===== src/hw/rtl/bsc_pkg.sv =====
// ----------------------------------------------------------------------------
// bsc_pkg
// Types and constants for the barometric compensation block.
// ----------------------------------------------------------------------------
package bsc_pkg;

	localparam int CfgIdxW  = 3;
	localparam int CfgDataW = 48;

	localparam logic [CfgIdxW-1:0] CFG_OSS    = 3'd0;
	localparam logic [CfgIdxW-1:0] CFG_AC123  = 3'd1;
	localparam logic [CfgIdxW-1:0] CFG_AC456  = 3'd2;
	localparam logic [CfgIdxW-1:0] CFG_B1B2   = 3'd3;
	localparam logic [CfgIdxW-1:0] CFG_MCMD   = 3'd4;

	localparam logic [31:0] K_4000  = 32'd4000;
	localparam logic [31:0] K_3038  = 32'd3038;
	localparam logic [31:0] K_M7357 = 32'hFFFF_E343;
	localparam logic [31:0] K_3791  = 32'd3791;
	localparam logic [31:0] K_32768 = 32'd32768;
	localparam logic [31:0] K_50000 = 32'd50000;
	localparam logic [31:0] K_SIGN  = 32'h8000_0000;

	typedef enum logic {KIND_TEMP = 1'b0, KIND_PRES = 1'b1} kind_t;

	typedef struct packed {
		logic        req_type;
		logic [23:0] raw_count;
	} in_beat_t;

	typedef struct packed {
		logic        result_kind;
		logic [31:0] result_value;
		logic        div_error;
	} out_beat_t;

	typedef enum logic [4:0] {
		ST_IDLE,
		ST_T_X1,  ST_T_DEN, ST_T_DIV, ST_T_FIN,
		ST_P_SQ,  ST_P_X1A, ST_P_X2A, ST_P_B3,  ST_P_X1B, ST_P_X2B,
		ST_P_B4,  ST_P_B7,  ST_P_DIV, ST_P_Q,   ST_P_PP,  ST_P_X1C,
		ST_P_X2C, ST_P_FIN,
		ST_OUT
	} state_t;

	function automatic logic [31:0] sx16(input logic [15:0] v);
		return {{16{v[15]}}, v};
	endfunction

endpackage


===== src/hw/rtl/barometric_sensor_compensation.sv =====
// ----------------------------------------------------------------------------
// barometric_sensor_compensation
// Integer temperature and pressure compensation with one shared multiplier
// and a one-bit-a-cycle divider.
// ----------------------------------------------------------------------------
// Usage:
//  - in_valid/in_stall carry one beat: a temperature or a pressure reading.
//  - out_valid/out_stall return exactly one beat per input beat.
//  - cfg_we/cfg_idx/cfg_data write the oversampling and calibration words;
//    write only while the block is idle.
// Sequence:
//  - Temperature: two multiplier/setup steps, the restoring divider (32 steps
//    and the sign fix-up), one final step.
//  - Pressure: 8 multiplier/shift steps, the divider, then 5 more steps.
//  - Zero divisor: the divider is skipped and a div_error result follows
//    ST_T_DEN (temperature) or ST_P_B7 (pressure).
//  - in_stall is high while the sequencer is not idle: from accept until,
//    after the result beat is taken, ST_OUT returns to idle, so one item is
//    in flight at a time.
// Reset: all calibration, oversampling and the stored B5 clear to zero; the
//  sequencer returns to idle.
// Stall: a result waits in the output register unchanged while out_stall is
//  high; no further beat is accepted until it goes.
// ----------------------------------------------------------------------------
module barometric_sensor_compensation
	import bsc_pkg::*;
(
	input  logic                clk,
	input  logic                arst_n,
	input  logic                in_valid,
	output logic                in_stall,
	input  in_beat_t            in_data,
	output logic                out_valid,
	input  logic                out_stall,
	output out_beat_t           out_data,
	input  logic                cfg_we,
	input  logic [CfgIdxW-1:0]  cfg_idx,
	input  logic [CfgDataW-1:0] cfg_data
);

	// configuration
	logic [1:0]  oss_q;
	logic [47:0] ac123_q, ac456_q;
	logic [31:0] b1b2_q, mcmd_q;
	logic [31:0] b5_q;

	always_ff @(posedge clk or negedge arst_n) begin
		if (!arst_n) begin
			oss_q   <= '0;
			ac123_q <= '0;
			ac456_q <= '0;
			b1b2_q  <= '0;
			mcmd_q  <= '0;
		end else if (cfg_we) begin
			case (cfg_idx)
				CFG_OSS:   oss_q   <= cfg_data[1:0];
				CFG_AC123: ac123_q <= cfg_data;
				CFG_AC456: ac456_q <= cfg_data;
				CFG_B1B2:  b1b2_q  <= cfg_data[31:0];
				CFG_MCMD:  mcmd_q  <= cfg_data[31:0];
				default: ;
			endcase
		end
	end

	// calibration words
	logic [31:0] ac1, ac2, ac3, ac4, ac5, ac6, b1, b2, mc, md;
	assign ac1 = sx16(ac123_q[47:32]);
	assign ac2 = sx16(ac123_q[31:16]);
	assign ac3 = sx16(ac123_q[15:0]);
	assign ac4 = {16'd0, ac456_q[47:32]};
	assign ac5 = {16'd0, ac456_q[31:16]};
	assign ac6 = {16'd0, ac456_q[15:0]};
	assign b1  = sx16(b1b2_q[31:16]);
	assign b2  = sx16(b1b2_q[15:0]);
	assign mc  = sx16(mcmd_q[31:16]);
	assign md  = sx16(mcmd_q[15:0]);

	state_t state_q, state_d;
	logic [23:0] raw_q;
	logic [31:0] a_q, b6_q, sq_q, x1_q, b3_q, b7_q, p_q;
	logic [5:0]  cnt_q;
	// divider
	logic [31:0] dq_q, dr_q, dd_q;
	logic        dneg_q;
	out_beat_t   out_q;
	logic        ovalid_q;

	logic [31:0] sum_x, den_t, b4_v, b7_v, x3_v;
	assign sum_x = x1_q + a_q;

	// shared multiplier
	logic [31:0] mul_a, mul_b, mul_p;
	logic [63:0] mul_full;
	assign mul_full = mul_a * mul_b;
	assign mul_p    = mul_full[31:0];

	always_comb begin
		mul_a = '0;
		mul_b = '0;
		case (state_q)
			ST_T_X1:  begin mul_a = {16'd0, raw_q[15:0]} - ac6; mul_b = ac5; end
			ST_P_SQ:  begin mul_a = b6_q; mul_b = b6_q; end
			ST_P_X1A: begin mul_a = b2;   mul_b = sq_q; end
			ST_P_X2A: begin mul_a = ac2;  mul_b = b6_q; end
			ST_P_X1B: begin mul_a = ac3;  mul_b = b6_q; end
			ST_P_X2B: begin mul_a = b1;   mul_b = sq_q; end
			ST_P_B4:  begin mul_a = ac4;  mul_b = x3_v + K_32768; end
			ST_P_B7:  begin mul_a = ({8'd0, raw_q} >> (4'd8 - {2'd0, oss_q})) - b3_q;
				mul_b = K_50000 >> oss_q; end
			ST_P_PP:  begin mul_a = {{8{p_q[31]}}, p_q[31:8]};
				mul_b = {{8{p_q[31]}}, p_q[31:8]}; end
			ST_P_X1C: begin mul_a = x1_q; mul_b = K_3038; end
			ST_P_X2C: begin mul_a = K_M7357; mul_b = p_q; end
			default: ;
		endcase
	end

	logic done_div;
	assign done_div = (cnt_q == 6'd0);

	always_comb begin
		state_d = state_q;
		case (state_q)
			ST_IDLE:  if (in_valid) state_d = in_data.req_type ? ST_P_SQ : ST_T_X1;
			ST_T_X1:  state_d = ST_T_DEN;
			ST_T_DEN: state_d = (x1_q + md == 32'd0) ? ST_OUT : ST_T_DIV;
			ST_T_DIV: if (done_div) state_d = ST_T_FIN;
			ST_T_FIN: state_d = ST_OUT;
			ST_P_SQ:  state_d = ST_P_X1A;
			ST_P_X1A: state_d = ST_P_X2A;
			ST_P_X2A: state_d = ST_P_B3;
			ST_P_B3:  state_d = ST_P_X1B;
			ST_P_X1B: state_d = ST_P_X2B;
			ST_P_X2B: state_d = ST_P_B4;
			ST_P_B4:  state_d = ST_P_B7;
			ST_P_B7:  state_d = (a_q == 32'd0) ? ST_OUT : ST_P_DIV;
			ST_P_DIV: if (done_div) state_d = ST_P_Q;
			ST_P_Q:   state_d = ST_P_PP;
			ST_P_PP:  state_d = ST_P_X1C;
			ST_P_X1C: state_d = ST_P_X2C;
			ST_P_X2C: state_d = ST_P_FIN;
			ST_P_FIN: state_d = ST_OUT;
			ST_OUT:   if (!ovalid_q) state_d = ST_IDLE;
			default:  state_d = ST_IDLE;
		endcase
	end

	assign in_stall = (state_q != ST_IDLE);

	// one restoring divider step
	logic [32:0] rem_sh;
	logic [32:0] rem_sub;
	assign rem_sh  = {dr_q, dq_q[31]};
	assign rem_sub = rem_sh - {1'b0, dd_q};

	always_ff @(posedge clk or negedge arst_n) begin
		if (!arst_n) begin
			state_q  <= ST_IDLE;
			ovalid_q <= 1'b0;
			b5_q     <= '0;
		end else begin
			state_q <= state_d;
			if (ovalid_q && !out_stall) ovalid_q <= 1'b0;
			if (state_q == ST_T_FIN) b5_q <= x1_q + dq_q;
			if (state_q != ST_OUT && state_d == ST_OUT) ovalid_q <= 1'b1;
		end
	end

	assign den_t = x1_q + md;
	assign b4_v  = {15'd0, mul_p[31:15]};
	assign b7_v  = mul_p;
	assign x3_v  = $signed(sum_x + 32'd2) >>> 2;

	always_ff @(posedge clk) begin
		case (state_q)
			ST_IDLE: begin
				raw_q  <= in_data.raw_count;
				b6_q   <= b5_q - K_4000;
			end
			ST_T_X1: x1_q <= $signed(mul_p) >>> 15;
			ST_T_DEN: begin
				// |mc<<11| / |den|
				dq_q   <= mc[31] ? 32'd0 - (mc << 11) : (mc << 11);
				dd_q   <= den_t[31] ? 32'd0 - den_t : den_t;
				dneg_q <= mc[31] ^ den_t[31];
				dr_q   <= '0;
				cnt_q  <= 6'd32;
				if (den_t == 32'd0)
					out_q <= '{result_kind: KIND_TEMP, result_value: '0, div_error: 1'b1};
			end
			ST_T_DIV, ST_P_DIV: begin
				if (!done_div) begin
					if (!rem_sub[32]) begin
						dr_q <= rem_sub[31:0];
						dq_q <= {dq_q[30:0], 1'b1};
					end else begin
						dr_q <= rem_sh[31:0];
						dq_q <= {dq_q[30:0], 1'b0};
					end
					cnt_q <= cnt_q - 6'd1;
				end else if (state_q == ST_T_DIV && dneg_q) begin
					dq_q <= 32'd0 - dq_q;
				end
			end
			ST_T_FIN: out_q <= '{result_kind: KIND_TEMP,
				result_value: $signed(x1_q + dq_q + 32'd8) >>> 4, div_error: 1'b0};
			ST_P_SQ:  sq_q <= $signed(mul_p) >>> 12;
			ST_P_X1A: x1_q <= $signed(mul_p) >>> 11;
			ST_P_X2A: a_q  <= $signed(mul_p) >>> 11;
			ST_P_B3:  b3_q <= $signed((((ac1 << 2) + sum_x) << oss_q) + 32'd2) >>> 2;
			ST_P_X1B: x1_q <= $signed(mul_p) >>> 13;
			ST_P_X2B: a_q  <= $signed(mul_p) >>> 16;
			ST_P_B4:  a_q  <= b4_v;
			ST_P_B7: begin
				b7_q  <= b7_v;
				dq_q  <= (b7_v < K_SIGN) ? (b7_v << 1) : b7_v;
				dd_q  <= a_q;
				dr_q  <= '0;
				cnt_q <= 6'd32;
				if (a_q == 32'd0)
					out_q <= '{result_kind: KIND_PRES, result_value: '0, div_error: 1'b1};
			end
			ST_P_Q:   p_q  <= (b7_q < K_SIGN) ? dq_q : (dq_q << 1);
			ST_P_PP:  x1_q <= mul_p;
			ST_P_X1C: x1_q <= $signed(mul_p) >>> 16;
			ST_P_X2C: a_q  <= $signed(mul_p) >>> 16;
			ST_P_FIN: out_q <= '{result_kind: KIND_PRES,
				result_value: p_q + $unsigned($signed(sum_x + K_3791) >>> 4),
				div_error: 1'b0};
			default: ;
		endcase
	end

	assign out_valid = ovalid_q;
	assign out_data  = out_q;

`ifndef SYNTHESIS
	a_busy_out: assert property (@(posedge clk) disable iff (!arst_n)
		out_valid |-> in_stall) else $error("result while idle");
	a_one_beat: assert property (@(posedge clk) disable iff (!arst_n)
		(in_valid && !in_stall) |=> !out_valid) else $error("stale result");
	a_div_cnt: assert property (@(posedge clk) disable iff (!arst_n)
		(state_q == ST_P_DIV || state_q == ST_T_DIV) |-> cnt_q <= 6'd32)
		else $error("divider count");
`endif

endmodule

===== config.mk =====
export PLATFORM = sky130hd
export DESIGN_NAME = barometric_sensor_compensation
export DESIGN_NICKNAME = d
export VERILOG_FILES = /design/src/hw/rtl/bsc_pkg.sv /design/src/hw/rtl/barometric_sensor_compensation.sv
export SDC_FILE = /design/constraint.sdc
export NUM_CORES = 2
export LEC_CHECK = 0
export ABC_AREA = 1
export BUFFER_PORTS_ARGS = -buffer_cell sky130_fd_sc_hd__buf_4
export CORE_ASPECT_RATIO = 1.25
export CORE_MARGIN = 3
export CORE_UTILIZATION = 40
export DETAILED_ROUTE_END_ITERATION = 6
export SYNTH_ARGS = -nofsm -noshare
export SYNTH_HDL_FRONTEND = slang
export SYNTH_SLANG_ARGS = --single-unit

===== constraint.sdc =====
create_clock -name clk -period 17 [get_ports clk]
set_input_delay 0.85 -clock clk [delete_from_list [all_inputs] [get_ports clk]]
set_output_delay 0.85 -clock clk [all_outputs]
set_load 0.005 [all_outputs]

==> results.cfg <==
[routing]
drtAntennaViolNets = 0
drt-pass1-iter-count = 6
routed_via_density = 5.51
postRouteWirelength_microns = 226000
drc = 0
detailedRoute.firstIterationViolations = 5085
dr_total_vias = 52600
post_drt_wl_per_cell_microns = 23.6

[synthesis]
post_synthesis_area_per_instance_sq_um = 7.49
largest_family_of_logic_cells_by_synthesized_area = simple AND/OR/NAND/NOR gates
synth.yosys.seq_area_share = 0.262
synth-simple-area-share = 0.243
ys_seq_elements = 529
netlist_area_sq_um = 56800
share_of_the_synthesized_area_in_compound_gates_ao_oa_aoi_oai = 0.120
netlist_top_cells_area = sky130_fd_sc_hd__edfxtp_1 17%, sky130_fd_sc_hd__fa_1 15%, sky130_fd_sc_hd__nand2_1 13%
synthAdderAreaFrac = 0.227
synth_top_cell_area_share = 0.174
synth.distinct_cells = 70
post_synth_mux_area_share = 0.00106
dominantRegCellSynth = sky130_fd_sc_hd__edfxtp_1
ys_async_sr_fraction = 0.378
netlist_instances = 7581
yosysTopAreaCell = sky130_fd_sc_hd__edfxtp_1
synth-edff-count = 329
yosys.area_share.xor_xnor = 0.0455
yosys_warnings = 0

[hold_path]
worst_hold_path_type = in -> async

[clock_network]
clock_tree_from_tritoncts = done
clock_insertion_delay_worst_skew_ns = 0.71
postCtsSetupRepairBufs = 0
max-clock-path-buffers = 3
cts_made_buffers = 60
cts_repair_resize_count = 0
cts-root-buf = sky130_fd_sc_hd__clkbuf_16
clock_sinks = 529
clock_tree.htree_level_count = 2
cts.clk_slew.worst_paths_ns = 0.07
ctsHoldBuffers = 0

[critical_path]
slowest_stage = sky130_fd_sc_hd__xor2_1
crit_family = adder cells
regToRegStartpoint = oss_q[1]
reg2reg_slack_ns = 3.46
worstSetupStartpointType = flip-flop
path_buf_inv = 12
worst_r2r_path_depth = 52
worst-path-max-fanout = 37
endpoint_kind = flip-flop
critical_path.reg2reg.endpoint = a_q[14]
worstSetupStartpoint = oss_q[1]
worst-endpoint-arrival_ns = 13.97
timing.critical_path.mode_cell = sky130_fd_sc_hd__inv_1
path_class = reg -> reg
data_required_time_of_the_critical_path_ns = 17.42
crit_path_max_cell_delay_ns = 0.75

[placement]
port_buffers = 116
place.detailed.hpwl_microns = 182000
gpl.final_weighted_congestion = 1.01

[job]
cap_violations = 0

[sta]
final.min_clock_period_ns = 13.54
final-hold-violation-count = 0
slew_violations = 0
setup_tns_ns = 0
tightest_slew_ns = 1.37
skew_ns = 0.0783
setup_viol = 0
fmax_mhz = 73.9
layout_worst_path_cycle_share = 0.797
timing.max_slew.rel_slack = 0.0841
rsz_0062_raised_after_global_routing = no

[grt]
grt_pass1_wl_microns = 331000
grt_antenna_before_repair = 8
groute.usage.overall = 0.305
vias_in_the_first_global_route = 50800
globalRoute.totalOverflow = 0
maximum_number_of_pins_on_one_net_before_global_route_repair = 95

[floorplan]
die_w_microns = 343
floorplan.initialDensity = 0.403
std_cell_rows = 154
die-height_microns = 427
design.core.area_sq_um = 141000
io_pins = 117
area_enclosed_by_the_die_boundary_sq_um = 147000

[status]
result_of_the_run = finished, final reports clean

[finish]
mostFrequentLayoutCells = 1992 x sky130_fd_sc_hd__nand2_1, 1253 x sky130_fd_sc_hd__inv_1, 511 x sky130_fd_sc_hd__o21ai_0
syn_to_final_growth_pct = 9.30
layout_commonest_cell = sky130_fd_sc_hd__nand2_1
fin_util = 0.440
drive_above_1_share = 0.0707
nNetsFinal = 8488
==> synth_stat cells, drive strengths merged (8+ instances only) <==
cell     instances
nand2         2042
inv           1295
o21ai          532
nor2           500
fa             416
nand3          416
a21oi          368
ha             363
edfxtp         329
xor2           203
dfrtp          200
clkbuf         189
xnor2           92
nor3            88
nand4           83
a221oi          45
or2             44
buf             40
o22ai           39
a22o            25
nand3b          23
nor4            23
o211ai          22
a21boi          21
o221ai          21
a31oi           17
o21bai          17
a211oi          16
clkinv          13
a2111oi         11
a21o            10
and2            10
o31ai           10
o21a             9
a22oi            8
==> through the flow <==
step | cells | worst slack, ns | hold slack (ns) | area [sq um]
finish | 9556 | 3.46 | 0.165 | 62100
global route | 9552 | 2.48 | 0.190 | 62100
CTS | 9552 | 3.55 | 0.155 | 62100
detailed placement | 9438 | 3.53 | 0.466 | 60000
global placement | 9438 | 3.67 | 0.466 | 60000
floorplan | 7584 | 4.71 | 0.425 | 56800
==> cells by family (layout without fill, tap and decap cells) <==
logic type	count (synthesis)	count (layout)
AOI/OAI and AO/OA	1191	1191
xor gates and xnor gates	295	295
adders and majority gates	779	779
buffers and inverters	1537	1633
DFF	529	529
muxes	6	6
other	1	8
and+or+nand+nor	3243	3243
==> area by class of cell <==
type                       instances  area (sq um)
clock inverter                    33           323
timing repair buffer             211          1590
sequential                       529         14900
clock buffer                      81          1780
inverter                        1308          4910
fill                           14500         78900
multi-input combinational       5518         36300
tap                             1872          2340
antenna                            4          10.0
==> flip-flops by register name, indices dropped and copies added, names as in the netlist <==
signal / cells
b7_q: 1
ac456_q: 48
a_q: 21
ac123_q: 48
mcmd_q: 32
oss_q: 2
raw_q: 24
out_valid: 1
cnt_q: 6
p_q: 32
out_data: 34
dr_q: 32
dneg_q: 1
sq_q: 20
dd_q: 32
dq_q: 32
b1b2_q: 32
b5_q: 32
b3_q: 30
x1_q: 32
b6_q: 32
state_q: 5
==> worst max-delay path by stage <==
stage	to	cells past startpoint
2_1_floorplan	x1_q[17]	60
3_3_place_gp	x1_q[17]	52
3_5_place_dp	a_q[14]	52
4_1_cts	a_q[14]	52
5_1_grt	x1_q[17]	51
6_report	a_q[14]	52
==> metal layers <==
| metal | vias to the layer above | GRT usage | routed length, microns |
|---|---|---|---|
| li1 | 24500 | - | - |
| met3 | 572 | 0.0520 | 18200 |
| met4 | 4 | 0.211 | 19100 |
| met5 | - | 0 | 30 |
| met2 | 2414 | 0.489 | 102000 |
| met1 | 25100 | 0.375 | 86600 |
Power is not shown: default switching activity piles up to over one toggle a cycle in this logic, so the estimate is an artifact.
